## src/hdl/pld_pkg.sv

```systemverilog
// Package for the point-to-line distance block.
// Default widths, fixed output widths and register codes; no dependencies.
`timescale 1ns / 1ps
`default_nettype none

package pld_pkg;

  localparam int COORD_BITS_DEF    = 24;
  localparam int FRACTION_BITS_DEF = 8;

  // result field and its byte-padded stream word
  localparam int OUT_BITS       = 33;
  localparam int OUT_TDATA_BITS = ((OUT_BITS + 7) / 8) * 8;

  // register select, paddr bit 2
  localparam logic REG_THREE_DIMENSIONAL = 1'b0;

  localparam int FIFO_DEPTH = 4;

endpackage

`default_nettype wire

```

## src/hdl/pld_front.sv

```systemverilog
// Front of the distance block: takes input words, forms the difference
// vectors, applies the 2D/3D mode and flags a degenerate line. Uses pld_pkg.
`timescale 1ns / 1ps
`default_nettype none

module pld_front
  import pld_pkg::*;
#(
  parameter int COORD_BITS = COORD_BITS_DEF,
  parameter int IN_W       = 9 * COORD_BITS,
  parameter int VEC_W      = 6 * (COORD_BITS + 1) + 1
) (
  input  wire logic            s_tvalid_i,
  output logic                 s_tready_o,
  input  wire logic [IN_W-1:0] s_tdata_i,
  input  wire logic            three_dim_i,
  input  wire logic            fifo_full_i,
  output logic                 push_o,
  output logic [VEC_W-1:0]     push_data_o
);

  localparam int D = COORD_BITS + 1;

  logic signed [COORD_BITS-1:0] fld [9];
  logic signed [D-1:0]          ax, ay, az, bx, by, bz;
  logic                         degen;

  for (genvar i = 0; i < 9; i++) begin : g_fld
    assign fld[i] = s_tdata_i[i*COORD_BITS +: COORD_BITS];
  end

  // fields: 0..2 point, 3..5 start, 6..8 end
  assign ax = D'(fld[0]) - D'(fld[3]);
  assign ay = D'(fld[1]) - D'(fld[4]);
  assign az = three_dim_i ? D'(fld[2]) - D'(fld[5]) : '0;
  assign bx = D'(fld[6]) - D'(fld[3]);
  assign by = D'(fld[7]) - D'(fld[4]);
  assign bz = three_dim_i ? D'(fld[8]) - D'(fld[5]) : '0;

  assign degen = (bx == '0) && (by == '0) && (bz == '0);

  assign s_tready_o  = !fifo_full_i;
  assign push_o      = s_tvalid_i && !fifo_full_i;
  assign push_data_o = {degen, bz, by, bx, az, ay, ax};

endmodule

`default_nettype wire

```

## config.mk

```make
export PLATFORM = sky130hd
export DESIGN_NAME = pld_front
export DESIGN_NICKNAME = d
export VERILOG_FILES = /design/src/hdl/pld_pkg.sv /design/src/hdl/pld_front.sv
export SDC_FILE = /design/constraint.sdc
export NUM_CORES = 1
export LEC_CHECK = 0
export ABC_AREA = 1
export BUFFER_PORTS_ARGS = -buffer_cell sky130_fd_sc_hd__buf_2
export CORE_AREA = 4 4 146 148
export DETAILED_ROUTE_END_ITERATION = 8
export DIE_AREA = 0 0 150 152
export PLACE_DENSITY = 0.79
export SLEW_MARGIN = 20
export SYNTH_ARGS = -nofsm -noshare
export SYNTH_HDL_FRONTEND = slang
export SYNTH_SLANG_ARGS = --single-unit
```

## constraint.sdc

```tcl
create_clock -name vclk -period 9.1
set_clock_uncertainty 0.15 [all_clocks]
set_input_delay 1.82 -clock vclk [all_inputs]
set_output_delay 1.82 -clock vclk [all_outputs]
set_load 0.05 [all_outputs]
```

* Word level (Yosys, flattened, before mapping) *
Cells that the tools add are included.

storage, ports and cells
  bits of input ports = 219
  flip-flop bits (word level) = 0
  logic and storage cells = 15

operators by class
  add/subtract/negate cells = 6
  muxes and demuxes = 2
  reductions and logical operators = 7

operators by type and width
  operator                                        number
  24-bit by 24-bit subtractor with 25-bit output  6
  25-bit logical NOT                              3
  25-bit two-way mux                              2
  1-bit logical AND                               3
  1-bit logical NOT                               1

* Depth between registers and ports, before layout *
  depth in word-level cells = 4
  mapped depth = 21
  mapped depth without buffers = 20

* Worst setup path after synthesis *
OpenSTA, ideal clock, no wires.

  kind = input -> output
  from = input s_tdata_i[24]
  to = output push_data_o[49]
  stages = 11
  path slack = 2.689 ns
  path buffers = 0
  data arrival time = 4.441 ns
  required time = 7.130 ns
  cells stage by stage = inv_1 > ha_1 > fa_1 > o21a_1 > o21ai_2 > a21oi_1 > o21bai_1 > nand2_1 > nand2_2 > a21oi_1 > o21ai_0

on the way
  longest elaborated chain between the ends = 1

ends and longest elaborated chain
  element                                         line             RTL
  from (decl)                                     pld_front.sv:15  input wire logic [IN_W-1:0] s_tdata_i,
  24-bit by 24-bit subtractor with 25-bit output  pld_front.sv:34  assign ay = D'(fld[1]) - D'(fld[4]);
  to (decl)                                       pld_front.sv:19  output logic [VEC_W-1:0] push_data_o

Every way passes these cells.

* Final worst setup path *
  from = input s_tdata_i[96]
  to = output push_data_o[150]

on the way
  longest elaborated chain between the ends = 4

ends and longest elaborated chain
  element                                         line             RTL
  24-bit by 24-bit subtractor with 25-bit output  pld_front.sv:37  assign by = D'(fld[7]) - D'(fld[4]);
  25-bit logical NOT                              pld_front.sv:40  assign degen = (bx == '0) && (by == '0) && (bz == '0);
  1-bit logical AND (2 in a row)                  pld_front.sv:40

Every way passes these cells.

==> results.sh <==
export IMPL_status="complete, no violations"
export IMPL_grt_pass1_wl_um=53400
export IMPL_synth_top_area_frac=0.204
export IMPL_diodes=0
export IMPL_finalCritPeriodShare=0.692
export IMPL_hold_slack_ns=3.80
export IMPL_rsz0062_at_grt="false"
export IMPL_worstPathArrival_ns=4.33
export IMPL_io_pins=372
export IMPL_numPortBuffers=372
export IMPL_cp_max_fo=3
export IMPL_num_rows=52
export IMPL_period_minus_slack_ns=6.30
export IMPL_synth_area_leader_cell="ha_1"
export IMPL_p_int_mw=0.329
export IMPL_ys_warn_count=0
export IMPL_p_sw_frac=0.736
export IMPL_drv_slew=0
export IMPL_dp_cells=2304
export IMPL_syn_inst=1668
export IMPL_cp_start_kind="primary input"
export IMPL_n_fill_cell=2238
export IMPL_core_area_um2=20000
export IMPL_worst_slew_pin_slew_ns=0.816
export IMPL_syn_area_um2=8830
export IMPL_fmax_mhz=159
export IMPL_power_density_nw_per_um2=113
export IMPL_post_cts_buffers=0
export IMPL_drc_errors=0
export IMPL_crit_required_ns=7.13
export IMPL_clockPowerShare=0
export IMPL_fin_setup_tns_ns=0
export IMPL_synth_nets=2037
export IMPL_vdd_ir_drop_max_uv=134
export IMPL_multiInputGateArea_um2=7580
export IMPL_drive_above_1_share=0.203
export IMPL_overflow=0
export IMPL_syn_area_per_cell_um2=5.29
export IMPL_via_count=11900
export IMPL_place_gp_congestion=0.959
export IMPL_cp_common_cell="nand3_1"
export IMPL_routed_via_density=5.18
export IMPL_final_cells=2304
export IMPL_max_cap_violations=0
export IMPL_totalWireLength_um=34400
export IMPL_antenna_left=0
export IMPL_die_area_um2=22800
export IMPL_critPathCaptureType="output port"
export IMPL_hold_class="in -> out"
export IMPL_area_delta_synth_final_pct=24.5
export IMPL_nNetsFinal=2405
export IMPL_die_y_um=152
export IMPL_seq_cell_count=0
export IMPL_comb_power_share=1.000
export IMPL_seq_area_um2=0
export IMPL_grt_usage=0.279
export IMPL_max_stage_delay_ns=0.39
export IMPL_crit_chain="buf_2, ha_1, fa_1, inv_1, nand3_1, nand2_1, xnor2_1, nand3_1, nor2_1, nand3_1, nor2_1, nand3_1, nor2_1, nand3_1, nor2_1, buf_2"
export IMPL_finalSetupViolCount=0
export IMPL_grt_max_degree=45
export IMPL_cp_slowest_cell="fa_1"
export IMPL_wl_per_cell_um=14.9
export IMPL_slew_headroom=0.456
export IMPL_fp_dieW_um=150
export IMPL_start_util=0.441
export IMPL_hold_buffers=0
export IMPL_p_sw_mw=0.917
export IMPL_hpwlAfterDp_um=31100
export IMPL_post_cts_resized=0
export IMPL_seq_power_share=0
export IMPL_hold_viol=0
export IMPL_first_global_vias=11200
export IMPL_ys_seq_area_frac=0
export IMPL_drt_pass1_iterations=5
export IMPL_crit_type="in -> out"
export IMPL_nClkBuffers=0
export IMPL_ys_types=45
export IMPL_yosys_top_cells_area="ha_1 20%, nand2_1 20%, inv_1 13%"
export IMPL_leakage_nw=6.86
export IMPL_antenna_found_initial=0
export IMPL_drt_iter0_markers=778
[layout make-up]
cell class,count,share of cell area
Multi-Input combinational cell,1340,0.690
Timing Repair Buffer,372,0.169
Inverter,322,0.110
Tap cell,270,0.0307
[through the flow]
| stage | total power [mW] | setup slack [ns] | utilization | instance area, um^2 |
|---|---|---|---|---|
| floorplan | 0.915 | 2.69 | - | 8830 |
| global placement | 1.23 | 2.78 | 0.549 | 11000 |
| detailed placement | 1.24 | 2.74 | 0.549 | 11000 |
| CTS | 1.24 | 2.73 | 0.549 | 11000 |
| global route | 1.35 | 2.58 | 0.549 | 11000 |
| finish | 1.25 | 2.80 | 0.549 | 11000 |
[synthesized netlist by cell type, drive strengths merged]
master and n:
xnor2 15, nor3b 1, a211o 1, nand4 7
nand3 127, nor4 7, nor2 161, nand3b 12
nand2 491, o21a 7, a21o 10, and2 1
buf 2, o221ai 3, a31oi 9, o2111ai 2
or2 1, clkbuf 4, o211ai 6, ha 144
a21oi 163, o21ai 75, a211oi 4, xor2 41
fa 6, nor3 27, inv 322, a21boi 2
o31ai 1, o21bai 14, nand2b 1, a221oi 1
[kinds of logic (layout without fill, tap and decap cells)]
kind of cell,after synthesis,in the layout,share of synthesized area
AOI/OAI and AO/OA,298,298,0.191
xor gates and xnor gates,56,56,0.0555
adders and majority gates,150,150,0.218
buffers and inverters,328,694,0.141
and+or+nand+nor,836,836,0.395
[metal layers]
metal | vias to the layer above | wire [um] | GRT usage
met3 | 81 | 3230 | 0.0503
met1 | 5229 | 13700 | 0.334
met4 | 0 | 1340 | 0.0893
met5 | - | 0 | 0
met2 | 485 | 16100 | 0.500
li1 | 6144 | - | -
[power groups by stage]
stage	Sequential (mW)	Clock, mW	Combinational [mW]
2_1_floorplan	0	0	0.915
3_5_place_dp	0	0	1.24
5_1_grt	0	0	1.35
4_1_cts	0	0	1.24
3_3_place_gp	0	0	1.23
6_report	0	0	1.25
[final timing paths]
| check | start | endpoint | slack (ns) | cells past startpoint |
|---|---|---|---|---|
| hold / removal | fifo_full_i | s_tready_o | 3.80 | 3 |
| setup / recovery | s_tdata_i[96] | push_data_o[150] | 2.80 | 16 |
[worst max-delay path: cells and delay by family]
kind          cells  cell delay [ns]
simple gates     10             1.12
buf+inv           3             0.50
xor+xnor          1             0.26
fa+ha+maj         2             0.63
[cells in the final DEF (no fill, tap or decap), types with 2 or more instances in the layout]
cell type	Yosys	routed
nor3_1	25	25
nor3_2	2	2
o21a_1	7	7
xnor2_1	15	15
nand3_1	126	126
a21oi_1	159	159
o2111ai_1	2	2
o21ai_1	5	5
o21ai_2	4	4
buf_2	1	372
a21oi_2	4	4
nand3b_1	12	12
ha_1	144	144
inv_1	316	316
nand4_1	7	7
inv_2	6	6
nand2_1	471	471
o211ai_1	6	6
a31oi_1	9	9
nand2_2	20	20
a21o_1	10	10
a211oi_1	4	4
fa_1	6	6
o21bai_1	13	13
nor2_1	160	160
xor2_1	41	41
o21ai_0	66	66
nor4_1	7	7
o221ai_1	2	2
Note: power is estimated with default switching activity, not from simulation.
