`src/hdl/pld_fifo.sv`:
```
// Short queue between the front and the back of the distance block.
// Generic register FIFO; uses nothing from the package.
`timescale 1ns / 1ps
`default_nettype none

module pld_fifo #(
  parameter int WIDTH = 8,
  parameter int DEPTH = 4
) (
  input  wire logic             clk_i,
  input  wire logic             rst_ni,
  input  wire logic             push_i,
  input  wire logic [WIDTH-1:0] push_data_i,
  output logic                  full_o,
  input  wire logic             pop_i,
  output logic                  valid_o,
  output logic [WIDTH-1:0]      data_o
);

  localparam int PW = (DEPTH > 1) ? $clog2(DEPTH) : 1;
  localparam int CW = $clog2(DEPTH + 1);

  logic [WIDTH-1:0] mem_q [DEPTH];
  logic [PW-1:0]    wr_ptr_q, wr_ptr_d, rd_ptr_q, rd_ptr_d;
  logic [CW-1:0]    count_q, count_d;
  logic             do_push, do_pop;

  assign full_o  = (count_q == CW'(DEPTH));
  assign valid_o = (count_q != '0);
  assign data_o  = mem_q[rd_ptr_q];
  assign do_push = push_i && !full_o;
  assign do_pop  = pop_i && valid_o;

  always_comb begin
    wr_ptr_d = wr_ptr_q;
    rd_ptr_d = rd_ptr_q;
    count_d  = count_q;
    if (do_push) begin
      wr_ptr_d = (wr_ptr_q == PW'(DEPTH - 1)) ? '0 : wr_ptr_q + 1'b1;
    end
    if (do_pop) begin
      rd_ptr_d = (rd_ptr_q == PW'(DEPTH - 1)) ? '0 : rd_ptr_q + 1'b1;
    end
    if (do_push && !do_pop) begin
      count_d = count_q + 1'b1;
    end else if (!do_push && do_pop) begin
      count_d = count_q - 1'b1;
    end
  end

  always_ff @(posedge clk_i or negedge rst_ni) begin
    if (!rst_ni) begin
      wr_ptr_q <= '0;
      rd_ptr_q <= '0;
      count_q  <= '0;
    end else begin
      wr_ptr_q <= wr_ptr_d;
      rd_ptr_q <= rd_ptr_d;
      count_q  <= count_d;
    end
  end

  always_ff @(posedge clk_i) begin
    if (do_push) begin
      mem_q[wr_ptr_q] <= push_data_i;
    end
  end

endmodule

`default_nettype wire

```
`config.mk`:
```
export PLATFORM = sky130hd
export DESIGN_NAME = pld_fifo
export DESIGN_NICKNAME = d
export VERILOG_FILES = /design/src/hdl/pld_fifo.sv
export SDC_FILE = /design/constraint.sdc
export NUM_CORES = 1
export LEC_CHECK = 0
export BUFFER_PORTS_ARGS = -buffer_cell sky130_fd_sc_hd__buf_2
export CAP_MARGIN = 20
export CORE_AREA = 10 10 81 83
export DETAILED_ROUTE_END_ITERATION = 8
export DIE_AREA = 0 0 91 93
export PLACE_DENSITY = 0.47
export REMOVE_ABC_BUFFERS = 1
export SYNTH_ARGS = -nofsm -noshare
export SYNTH_HDL_FRONTEND = slang
export SYNTH_SLANG_ARGS = --single-unit
```
`constraint.sdc`:
```
create_clock -name clk_i -period 3 [get_ports clk_i]
set_clock_uncertainty 0.2 [all_clocks]
set_input_delay 0.15 -clock clk_i [delete_from_list [all_inputs] [get_ports clk_i]]
set_output_delay 0.15 -clock clk_i [all_outputs]
set_load 0.005 [all_outputs]
```
Word level (Yosys, flattened, before mapping)

Memories as Yosys holds them, arrays and structs flattened.
Index checks and enable logic that the tools add are counted.
Widths: inputs -> output; s select.

Register bits: 7
Memory bits (writable): 32
Bits of input ports: 12
Output and inout bits: 10
Memories: 1

Memories:

| memory | words | bits a word | rd ports | clocked after memory_dff | wr ports | RTL line | RTL |
|---|---|---|---|---|---|---|---|
| mem_q  | 4     | 8           | 1        | 0                        | 1        | 23       | `logic [WIDTH-1:0] mem_q [DEPTH];` |

Add/subtract/negate cells: 4
Eq/ne operators: 3
Muxes and demuxes: 6
Reductions and logical operators: 9

Operators with widths:

| cell                | number |
|---|---|
| $mux 3              | 2 |
| $add 2x1->2 const B | 2 |
| $eq 2x2->1 const B  | 2 |
| $logic_and 1x1->1   | 4 |
| $mux 2              | 2 |
| $add 3x1->3 const B | 1 |
| $eq 3x3->1 const B  | 1 |
| $logic_not 1->1     | 3 |
| $reduce_bool 3->1   | 1 |
| $sub 3x1->3 const B | 1 |
| $mux 1              | 2 |
| $reduce_bool 2->1   | 1 |

Longest topological paths before layout

Gate-level depths: netlist of run 1.

Depth in word-level cells: 7
Depth in mapped cells: 9

Worst setup path after synthesis of run 1

OpenSTA, ideal clock, no wires.

Path kind: register -> register
Start: reg count_q[0]
End: reg count_q[2]
Setup time: 79 ps
Arrival time: 1,934 ps
Data required time: 2,721 ps
Setup slack: 786 ps
Stages on the path, launching flop included: 9
Buffers on the path: 0
Path through: dfrtp_1 or3_4 nand2_4 ha_1 inv_1 fa_1 xor2_1 nor2_1 xor2_1

RTL lines:

| element                                     | RTL line | RTL |
|---|---|---|
| start: declaration                          | 25       | `logic [CW-1:0] count_q, count_d;` |
| start signal: assignment                    | 59       | `count_q <= count_d;` |
| $reduce_bool 3->1 *                         | 29       | `assign valid_o = (count_q != '0);` |
| net valid_o                                 | 16       | `output logic valid_o,` |
| $logic_and 1x1->1 *                         | 32       | `assign do_pop = pop_i && valid_o;` |
| $logic_not 1->1                             | 44       | `if (do_push && !do_pop) begin` |
| $logic_and 1x1->1                           | 44       |  |
| $mux 3 or $reduce_bool 2->1 (tied branches) | --       |  |

The timed path passes the listed nets; every way through them passes the cells marked *. The select of a mux whose other input is x is not followed.
A chain may end at the register's enable or synchronous reset.

Worst setup path after layout of run 1

Start: reg count_q[0]
End: reg count_q[2]

Cells in the longest elaborated chain, start to end: 6

RTL lines:

| element |
|---|
| parallel branches: the longest is 6 deep, another holds $sub 3x1->3 |

Parallel ways; which one is timed is not known. The select of a mux whose other input is x is not followed.

==> results.md, run 1 <==
- Status: finished, final reports clean
- GPL Wtd Cong: 0.717
- Predominant post-synthesis flop cell: edfxtp_1
- Seq/Total Area, Yosys: 69.6%
- Slowest stage delay, CP: 460 ps
- Nets: 132
- Vias per inst: 4.28
- CTS root buf: clkbuf_8
- Synth cell types: 19
- Vias in the first global route: 868
- Post_cts resized: 0
- Ys Warns: 0
- Layout area overhead: 21.1%
- Crit path time final: 2320 ps
- DRC: 0
- Cell area after synthesis: 1630 sq um
- Final instance area: 1980 sq um
- Largest net degree at the start of global routing: 12
- Die width: 91 microns
- Site Rows: 26
- Fmax: 432 MHz
- DRT Pass-1 Iters: 4
- Final setup TNS: 0 ps
- Critical path startpoint category: flip-flop
- EDFF count, synth: 32
- Avg Cell Area, Syn: 20.7 sq um
- Worst VDD drop: 0.434 mV
- Fin util: 39.4%
- CTS Buf Count: 5
- RSZ-0062 raised after global routing: false
- Synthesized instance count: 79
- WS Path Type: flip-flop to flip-flop
- Die H: 93 microns
- Clk buf depth: 2
- Hold Path Class: primary input to asynchronous set/reset pin
- Dpl cells: 167
- CTS tree: yes
- CP Cell Sequence: or3_4, nand2_4, ha_1, inv_1, fa_1, xor2_1, nor2_1, xor2_1
- Die footprint: 8460 sq um
- Initial antenna violation count: 0
- Pwr Density: 888 nW/um^2
- Core ar.: 5010 sq um
- Worst path slowest cell: dfrtp_1
- Via count: 788
- WL/cell: 15.3 microns
- CTS H-tree lvls: 2
- Starting DRC count in detailed routing: 31
- CTS clock-pin slew for the worst setup and hold paths: 70 ps
- Max cap viols: 0
- Detailed-route wire length: 2820 microns
- Worst endpoint data arrival time: 2330 ps
- Starting Density: 32.6%
- DP Area: 1800 sq um
- Least-Margin Pin Slew: 618 ps
- Post-Layout Cell Count: 184
- Global route overflow: 0
- Final cycle utilization of the critical path: 77.2%
- Layout cells sized above 1: 42.1%
- Synth async-reset ratio: 17.9%
- Fin. max-slew vios: 0
- Port bufs: 21
- Clock latency on the worst-skew pair: 280 ps
- CP endpoint kind: flip-flop
- Final setup viols: 0
- Antenna cell count: 0
- Lkg Pwr: 0.000741 uW
- # IOs: 22
- Clk sink count: 39
- Rel. slew slack: 58.8%
- Cell mode on critical path: xor2_1
- Final hold violations: 0
- Post-route ant nets: 0
- Worst path required time: 3010 ps
- First-pass GRT wire length: 4510 microns
- GR Util All Layers: 7.00%
- Register bit total from synthesis: 39
- CP max FO: 4
## cells by family after synthesis
| kind of cell | share of synthesized area, % |
|---|---|
| XOR/XNOR | 1.61 |
| adder cells (fa/ha/maj) | 5.83 |
| buffers and inverters | 1.92 |
| flip-flops | 69.6 |
| multiplexers | 15.4 |
| AND/OR/NAND/NOR | 5.60 |
## placed cells by master (no fill, tap or decap), types with 2 or more instances in the layout
cell            n
and2_2          4
buf_2          21
clkbuf_1        2
clkbuf_8        5
dfrtp_1         7
dlygate4sd3_1   9
edfxtp_1       32
ha_1            6
inv_1           3
mux2_4          4
mux4_2          8
nor2_1          3
xor2_1          2
## cell usage after synthesis, types with 2 or more instances
| cell type | instances | area [sq um] |
|---|---|---|
| dfrtp_1 | 7 | 175 |
| and2_2 | 4 | 30.0 |
| edfxtp_1 | 32 | 961 |
| inv_1 | 3 | 11.3 |
| ha_1 | 6 | 75.1 |
| xor2_1 | 2 | 17.5 |
| nor2_1 | 3 | 11.3 |
| mux2_4 | 4 | 60.1 |
| mux4_2 | 8 | 180 |
## critical path, delay by kind of cell (launching register included)
kind                     cells  cell delay [ps]
buffers and inverters        1               70
adder cells (fa/ha/maj)      2              560
XOR/XNOR                     2              320
flip-flops                   1              460
AND/OR/NAND/NOR              3              640
## where the power goes
| group | internal [uW] | switching [uW] | total (uW) |
|---|---|---|---|
| logic | 337 | 220 | 557 |
| registers | 733 | 132 | 865 |
| clock network | 163 | 169 | 332 |
## layer usage
| layer | global-route usage (%) | share of wire (%) | vias up |
|---|---|---|---|
| li1 | - | - | 368 |
| met1 | 7.17 | 39 | 398 |
| met2 | 12.1 | 53 | 17 |
| met3 | 3.52 | 6.3 | 5 |
| met4 | 2.74 | 1.4 | 0 |
| met5 | 0 | 0 | - |
## sequential cells by signal, summed over array words and instances, names as in the netlist
name	flops
count_q	3
mem_q	32
wr_ptr_q	2
rd_ptr_q	2
## cell type report
cell class / count / area, sq um
Clock buffer: 7 / 76.3
Clock inverter: 1 / 5.00
Fill cell: 490 / 3030
Inverter: 3 / 11.3
Multi-Input combinational cell: 34 / 464
Sequential cell: 39 / 1140
Tap cell: 70 / 87.6
Timing Repair Buffer: 30 / 195
## metrics by stage
stage / power (uW) / hold slack, ps / setup slack [ps]
floorplan: 1240 / -346 / 786
global placement: 1440 / -201 / 755
detailed placement: 1450 / -195 / 678
CTS: 1800 / 16.8 / 666
global route: 1880 / 18.7 / 601
finish: 1750 / 23.6 / 684
## path summary, 6_finish.rpt
path,from,endpoint,slack (ps),depth (start not counted)
min in group clk_i,pop_i,rd_ptr_q[0],20,3
min reg2reg,count_q[2],count_q[2],310,1
max,count_q[0],count_q[2],680,8
max in group asynchronous,rst_ni,rd_ptr_q[0],2410,2
max reg2reg,count_q[0],count_q[2],680,8
min,rst_ni,count_q[0],20,2
## timing repair
item,4_1_cts,5_1_grt
hold buffers,9,0
setup buffers,0,0
endpoints found under the hold margin,39,0
(Power assumes the default switching activity.)
==> run 2: changes to the inputs <==
==> constraint.sdc (replaced) <==
create_clock -name clk_i -period 2.2 [get_ports clk_i]
set_clock_uncertainty 0.2 [all_clocks]
set_input_delay 0.11 -clock clk_i [delete_from_list [all_inputs] [get_ports clk_i]]
set_output_delay 0.11 -clock clk_i [all_outputs]
set_load 0.005 [all_outputs]
==> run 2 against run 1 <==
Total power rose by 47%. Sequential share of layout area down 2.4 points. Critical path type unchanged. Setup slack worse by 590 ps. Core utilization rose by 1.7 points. Sequential cell count did not move. Largest power group unchanged. Largest cell class unchanged.
==> results.md, run 2 (synthesis results as in run 1) <==
- Status: finished, final reports clean
- Via count: 826
- Fin. max-slew vios: 0
- Clk sink count: 39
- CTS clock-pin slew for the worst setup and hold paths: 70 ps
- Layout cells sized above 1: 47.5%
- Site Rows: 26
- CP Cell Sequence: or3_4, nand2_4, ha_2, inv_1, fa_2, xor2_1, nor2_1, xor2_1
- FF-to-FF Start: count_q[0]
- CTS H-tree lvls: 2
- Critical path startpoint category: flip-flop
- First-pass GRT wire length: 4620 microns
- Net switching power: 745 uW
- CTS Buf Count: 5
- Worst reg2reg setup slack: 90 ps
- Lkg Pwr: 0.000781 uW
- Worst path slowest cell: or3_4
- Slowest stage delay, CP: 400 ps
- WL/cell: 15.4 microns
- CTS tree: yes
- Worst path top cell family by delay: simple AND/OR/NAND/NOR gates
- Final hold violations: 0
- Pint: 1840 uW
- Least-Margin Pin Slew: 463 ps
- Die footprint: 8460 sq um
- Hold Path Class: primary input to flip-flop
- Clk buf depth: 2
- Largest register FFs: 32
- Vias in the first global route: 918
- Clock latency on the worst-skew pair: 290 ps
- Rel. slew slack: 69.2%
- Reg-to-reg endpoint: count_q[2]
- Dpl cells: 170
- Nets: 138
- Dpl hpwl: 2010 microns
- Worst VDD drop: 0.615 mV
- Detailed-route wire length: 2920 microns
- Final Hold Slack: 175 ps
- Die H: 93 microns
- Worst Hold Path Cells: 4
- WP buf/inv: 1
- Post-route ant nets: 0
- Fin util: 41.2%
- Crit path time final: 2110 ps
- Largest net degree at the start of global routing: 14
- Worst R2R Path Depth: 8
- Max cap viols: 0
- Starting Density: 32.6%
- DRT Pass-1 Iters: 4
- Worst Hold Launch: push_i
- Port bufs: 21
- Hold path endpoint: count_q[0]
- Core ar.: 5010 sq um
- Final cycle utilization of the critical path: 95.9%
- DRC: 0
- Sw Ratio: 28.8%
- Initial antenna violation count: 0
- Pwr Density: 1250 nW/um^2
- Global route overflow: 0
- Top flop regs: mem_q (32), count_q (3)
- Post-Layout Cell Count: 190
- GR Util All Layers: 7.14%
- Leading cell types in the layout, fill and taps excluded: 32 x edfxtp_1, 21 x buf_2, 11 x dlygate4sd3_1
- Most common cell after layout, fill and taps aside: edfxtp_1
- Starting DRC count in detailed routing: 56
- Worst endpoint data arrival time: 2130 ps
- CP endpoint kind: flip-flop
- CP max FO: 2
- WS Path Type: flip-flop to flip-flop
- Cell mode on critical path: xor2_1
- Largest Register: mem_q
- Vias per inst: 4.35
- Logic pwr share: 32.5%
- # IOs: 22
- Worst path required time: 2220 ps
- Clock group share of total power: 22.9%
- Reg power frac: 44.6%
- Final setup viols: 0
- Fmax: 474 MHz
- CTS root buf: clkbuf_8
- GPL Wtd Cong: 0.707
- Die width: 91 microns
- Layout area overhead: 26.5%
- Antenna cell count: 0
==> run 2: what timing repair did <==
item                                    in CTS  in global routing
hold buffers                                11                  0
hold endpoints to repair                    41                  0
endpoints found under the setup margin       0                  3
buffers inserted                             0                  1
resized for setup                            0                  3
==> run 2: through the flow <==
step                      setup WS, ps  TNS, ps  total power [uW]  cell area, sq um
after CTS                         7.59        0              2630              2050
final                             90.2        0              2580              2060
after floorplan                  -14.2    -14.2              1690              1610
after global routing             -6.13    -6.13              2760              2060
after detailed placement          35.5        0              2010              1830
after global placement            74.5        0              1990              1830
==> run 2: worst reg2reg max path: stages (launching register included) <==
cell     delay, ps
dfrtp_1        380
or3_4          400
nand2_4         70
ha_2           180
inv_1           50
fa_2           330
xor2_1         160
nor2_1         120
xor2_1         150
==> run 2: layer usage <==
| layer | global-route usage (%) | share of wire, % | up-vias |
|---|---|---|---|
| met3 | 2.56 | 4.9 | 5 |
| met5 | 0 | 0 | - |
| met2 | 12.4 | 53 | 17 |
| li1 | - | - | 377 |
| met4 | 3.92 | 1.3 | 0 |
| met1 | 7.42 | 40 | 427 |
==> run 2: worst max-delay path by stage <==
stage,start,end,cells after the start
after floorplan,count_q[0],count_q[2],8
after detailed placement,count_q[0],count_q[2],8
after CTS,count_q[0],count_q[2],8
final,count_q[0],count_q[2],8
after global routing,count_q[0],count_q[2],8
after global placement,count_q[0],count_q[2],8
==> run 2: layout make-up <==
type	instances	area [sq um]
clock inverter	3	43.8
timing repair buffer	36	245
tap	70	87.6
multi-input combinational	34	469
fill	481	2950
inverter	3	11.3
clock buffer	5	68.8
sequential	39	1140
==> run 2: power by group through the flow <==
stage | sequential (uW) | combinational, uW | clock [uW]
after floorplan | 1150 | 540 | 0
after global placement | 1170 | 821 | 0
after detailed placement | 1180 | 836 | 0
after CTS | 1160 | 857 | 612
after global routing | 1190 | 939 | 640
final | 1150 | 841 | 591
==> run 3: changes to the inputs <==
--- a/config.mk
+++ b/config.mk
@@ -10,7 +10,7 @@
 export CORE_AREA = 10 10 81 83
 export DETAILED_ROUTE_END_ITERATION = 8
 export DIE_AREA = 0 0 91 93
-export PLACE_DENSITY = 0.47
+export PLACE_DENSITY_LB_ADDON = 0.05
 export REMOVE_ABC_BUFFERS = 1
 export SYNTH_ARGS = -nofsm -noshare
 export SYNTH_HDL_FRONTEND = slang
==> run 3 against run 2 <==
Clock power decreased by 25%. Sequential power about the same. Sequential share of layout area up 0.41 points. Via count fell by 3.1%. Hold slack got worse by 120 ps. Critical path depth decreased by 1. Total power decreased by 4.6%. First-iteration DRC count up 48%. Global-route usage barely moved. Sequential cell count is the same. Fmax increased by 0.89%. Design area decreased by 0.85%. Critical endpoint is now count_q[1]. Largest cell class unchanged. Largest power group unchanged.
==> results.md, run 3 (synthesis results as in run 1) <==
- Reg-to-reg endpoint: count_q[1]
- CP Cell Sequence: buf_4, nor3b_4, nor2b_2, ha_4, inv_2, fa_2, mux2_2
- Place WS: 15.6 ps
- Starting Density: 32.6%
- DRT Pass-1 Iters: 4
- Status: finished, final reports clean
- Antenna cell count: 0
- WP buf/inv: 2
- WL/cell: 14.9 microns
- Worst Hold Launch: pop_i
- CTS clock-pin slew for the worst setup and hold paths: 70 ps
- Rel. slew slack: 58.0%
- Largest register FFs: 32
- GPL Wtd Cong: 0.712
- Final cycle utilization of the critical path: 95.1%
- Worst endpoint data arrival time: 2060 ps
- CP max FO: 3
- Crit path time final: 2090 ps
- Die H: 93 microns
- # IOs: 22
- Die footprint: 8460 sq um
- CTS Buf Count: 5
- Clock latency on the worst-skew pair: 280 ps
- DRC: 0
- Layout area overhead: 25.4%
- CTS tree: yes
- Area of the multi-input gates: 479 sq um
- CP endpoint kind: flip-flop
- Layout cells sized above 1: 47.1%
- Fin util: 40.8%
- Final setup viols: 0
- GR Util All Layers: 7.10%
- Worst reg2reg setup slack: 110 ps
- Worst path required time: 2170 ps
- Lkg Pwr: 0.000774 uW
- Final hold violations: 0
- Vias in the first global route: 909
- Worst path top cell family by delay: adder cells
- Largest net degree at the start of global routing: 12
- CTS H-tree lvls: 2
- Pwr Density: 1200 nW/um^2
- Fin. max-slew vios: 0
- Fmax: 478 MHz
- Worst path slowest cell: fa_2
- Least-Margin Pin Slew: 631 ps
- Post-route ant nets: 0
- Detailed-route wire length: 2840 microns
- Port bufs: 21
- Hold path endpoint: count_q[0]
- Register cell area after layout: 1140 sq um
- Largest Register: mem_q
- Worst Hold Path Cells: 4
- RSZ-0062 raised after global routing: false
- Clk buf depth: 2
- Site Rows: 26
- CTS root buf: clkbuf_8
- Leading cell types in the layout, fill and taps excluded: 32 x edfxtp_1, 21 x buf_2, 10 x dlygate4sd3_1
- Initial antenna violation count: 0
- WS Path Type: flip-flop to flip-flop
- Top flop regs: mem_q (32), count_q (3)
- Vias per inst: 4.19
- Worst VDD drop: 0.500 mV
- First-pass GRT wire length: 4630 microns
- Slowest stage delay, CP: 440 ps
- Max cap viols: 0
- Nets: 139
- Hold Path Class: primary input to flip-flop
- Most common cell after layout, fill and taps aside: edfxtp_1
- Clk sink count: 39
- Critical path startpoint category: flip-flop
- Dpl hpwl: 1970 microns
- Core ar.: 5010 sq um
- Die width: 91 microns
- Global route overflow: 0
- FF-to-FF Start: count_q[0]
- Fin worst setup slack: 109 ps
- Via count: 800
- Starting DRC count in detailed routing: 83
- Worst R2R Path Depth: 7
- Fill cells: 499
run 3: worst min-delay path, cell delays in order:
cell	delay, ps
buf_2	110
nand2_4	70
ha_4	140
xnor2_1	60
run 3: cell type report:
class / count / share of cell area [%]
Clock inverter: 1 / 0.245
Tap cell: 70 / 4.28
Multi-Input combinational cell: 34 / 23.4
Sequential cell: 39 / 55.5
Inverter: 3 / 0.550
Clock buffer: 7 / 3.73
Timing Repair Buffer: 37 / 12.2
run 3: worst max path at each step:
stage / start / cells past startpoint / endpoint
detailed placement: count_q[0] / 8 / count_q[2]
finish: count_q[0] / 7 / count_q[1]
global placement: count_q[0] / 7 / count_q[1]
floorplan: count_q[0] / 8 / count_q[2]
global route: rd_ptr_q[0] / 2 / data_o[6]
CTS: count_q[0] / 8 / count_q[2]
run 3: metrics by stage:
stage	hold slack [ps]	instances	total power [uW]	TNS, ps	instance area (sq um)
floorplan	-386	76	1690	-14.2	1610
global placement	-240	171	2010	0	1830
detailed placement	-238	171	2020	0	1830
CTS	71.4	189	2490	0	2020
global route	77.3	191	2670	0	2050
finish	50.5	191	2460	0	2050
run 3: what timing repair did:
action                                  CTS  global route
endpoints found under the setup margin    1             2
hold buffers                             10             0
hold endpoints to repair                 39             0
resized for setup                         2             2
buffers inserted                          0             2
pin swaps                                 2             6
run 3: layer usage:
metal	wire length [microns]	part of all wire [%]	GRT usage [%]	vias up
met3	127	4.5	2.88	2
met4	24	0.85	2.35	0
met1	1270	45	8.46	397
li1	-	-	-	382
met2	1420	50	11.5	19
met5	0	0	0	-
run 3: power breakdown:
part | switching [uW] | leakage, uW | internal (uW)
sequential | 152 | 0.000375 | 999
clock | 223 | 0.0000422 | 222
combinational | 348 | 0.000356 | 519
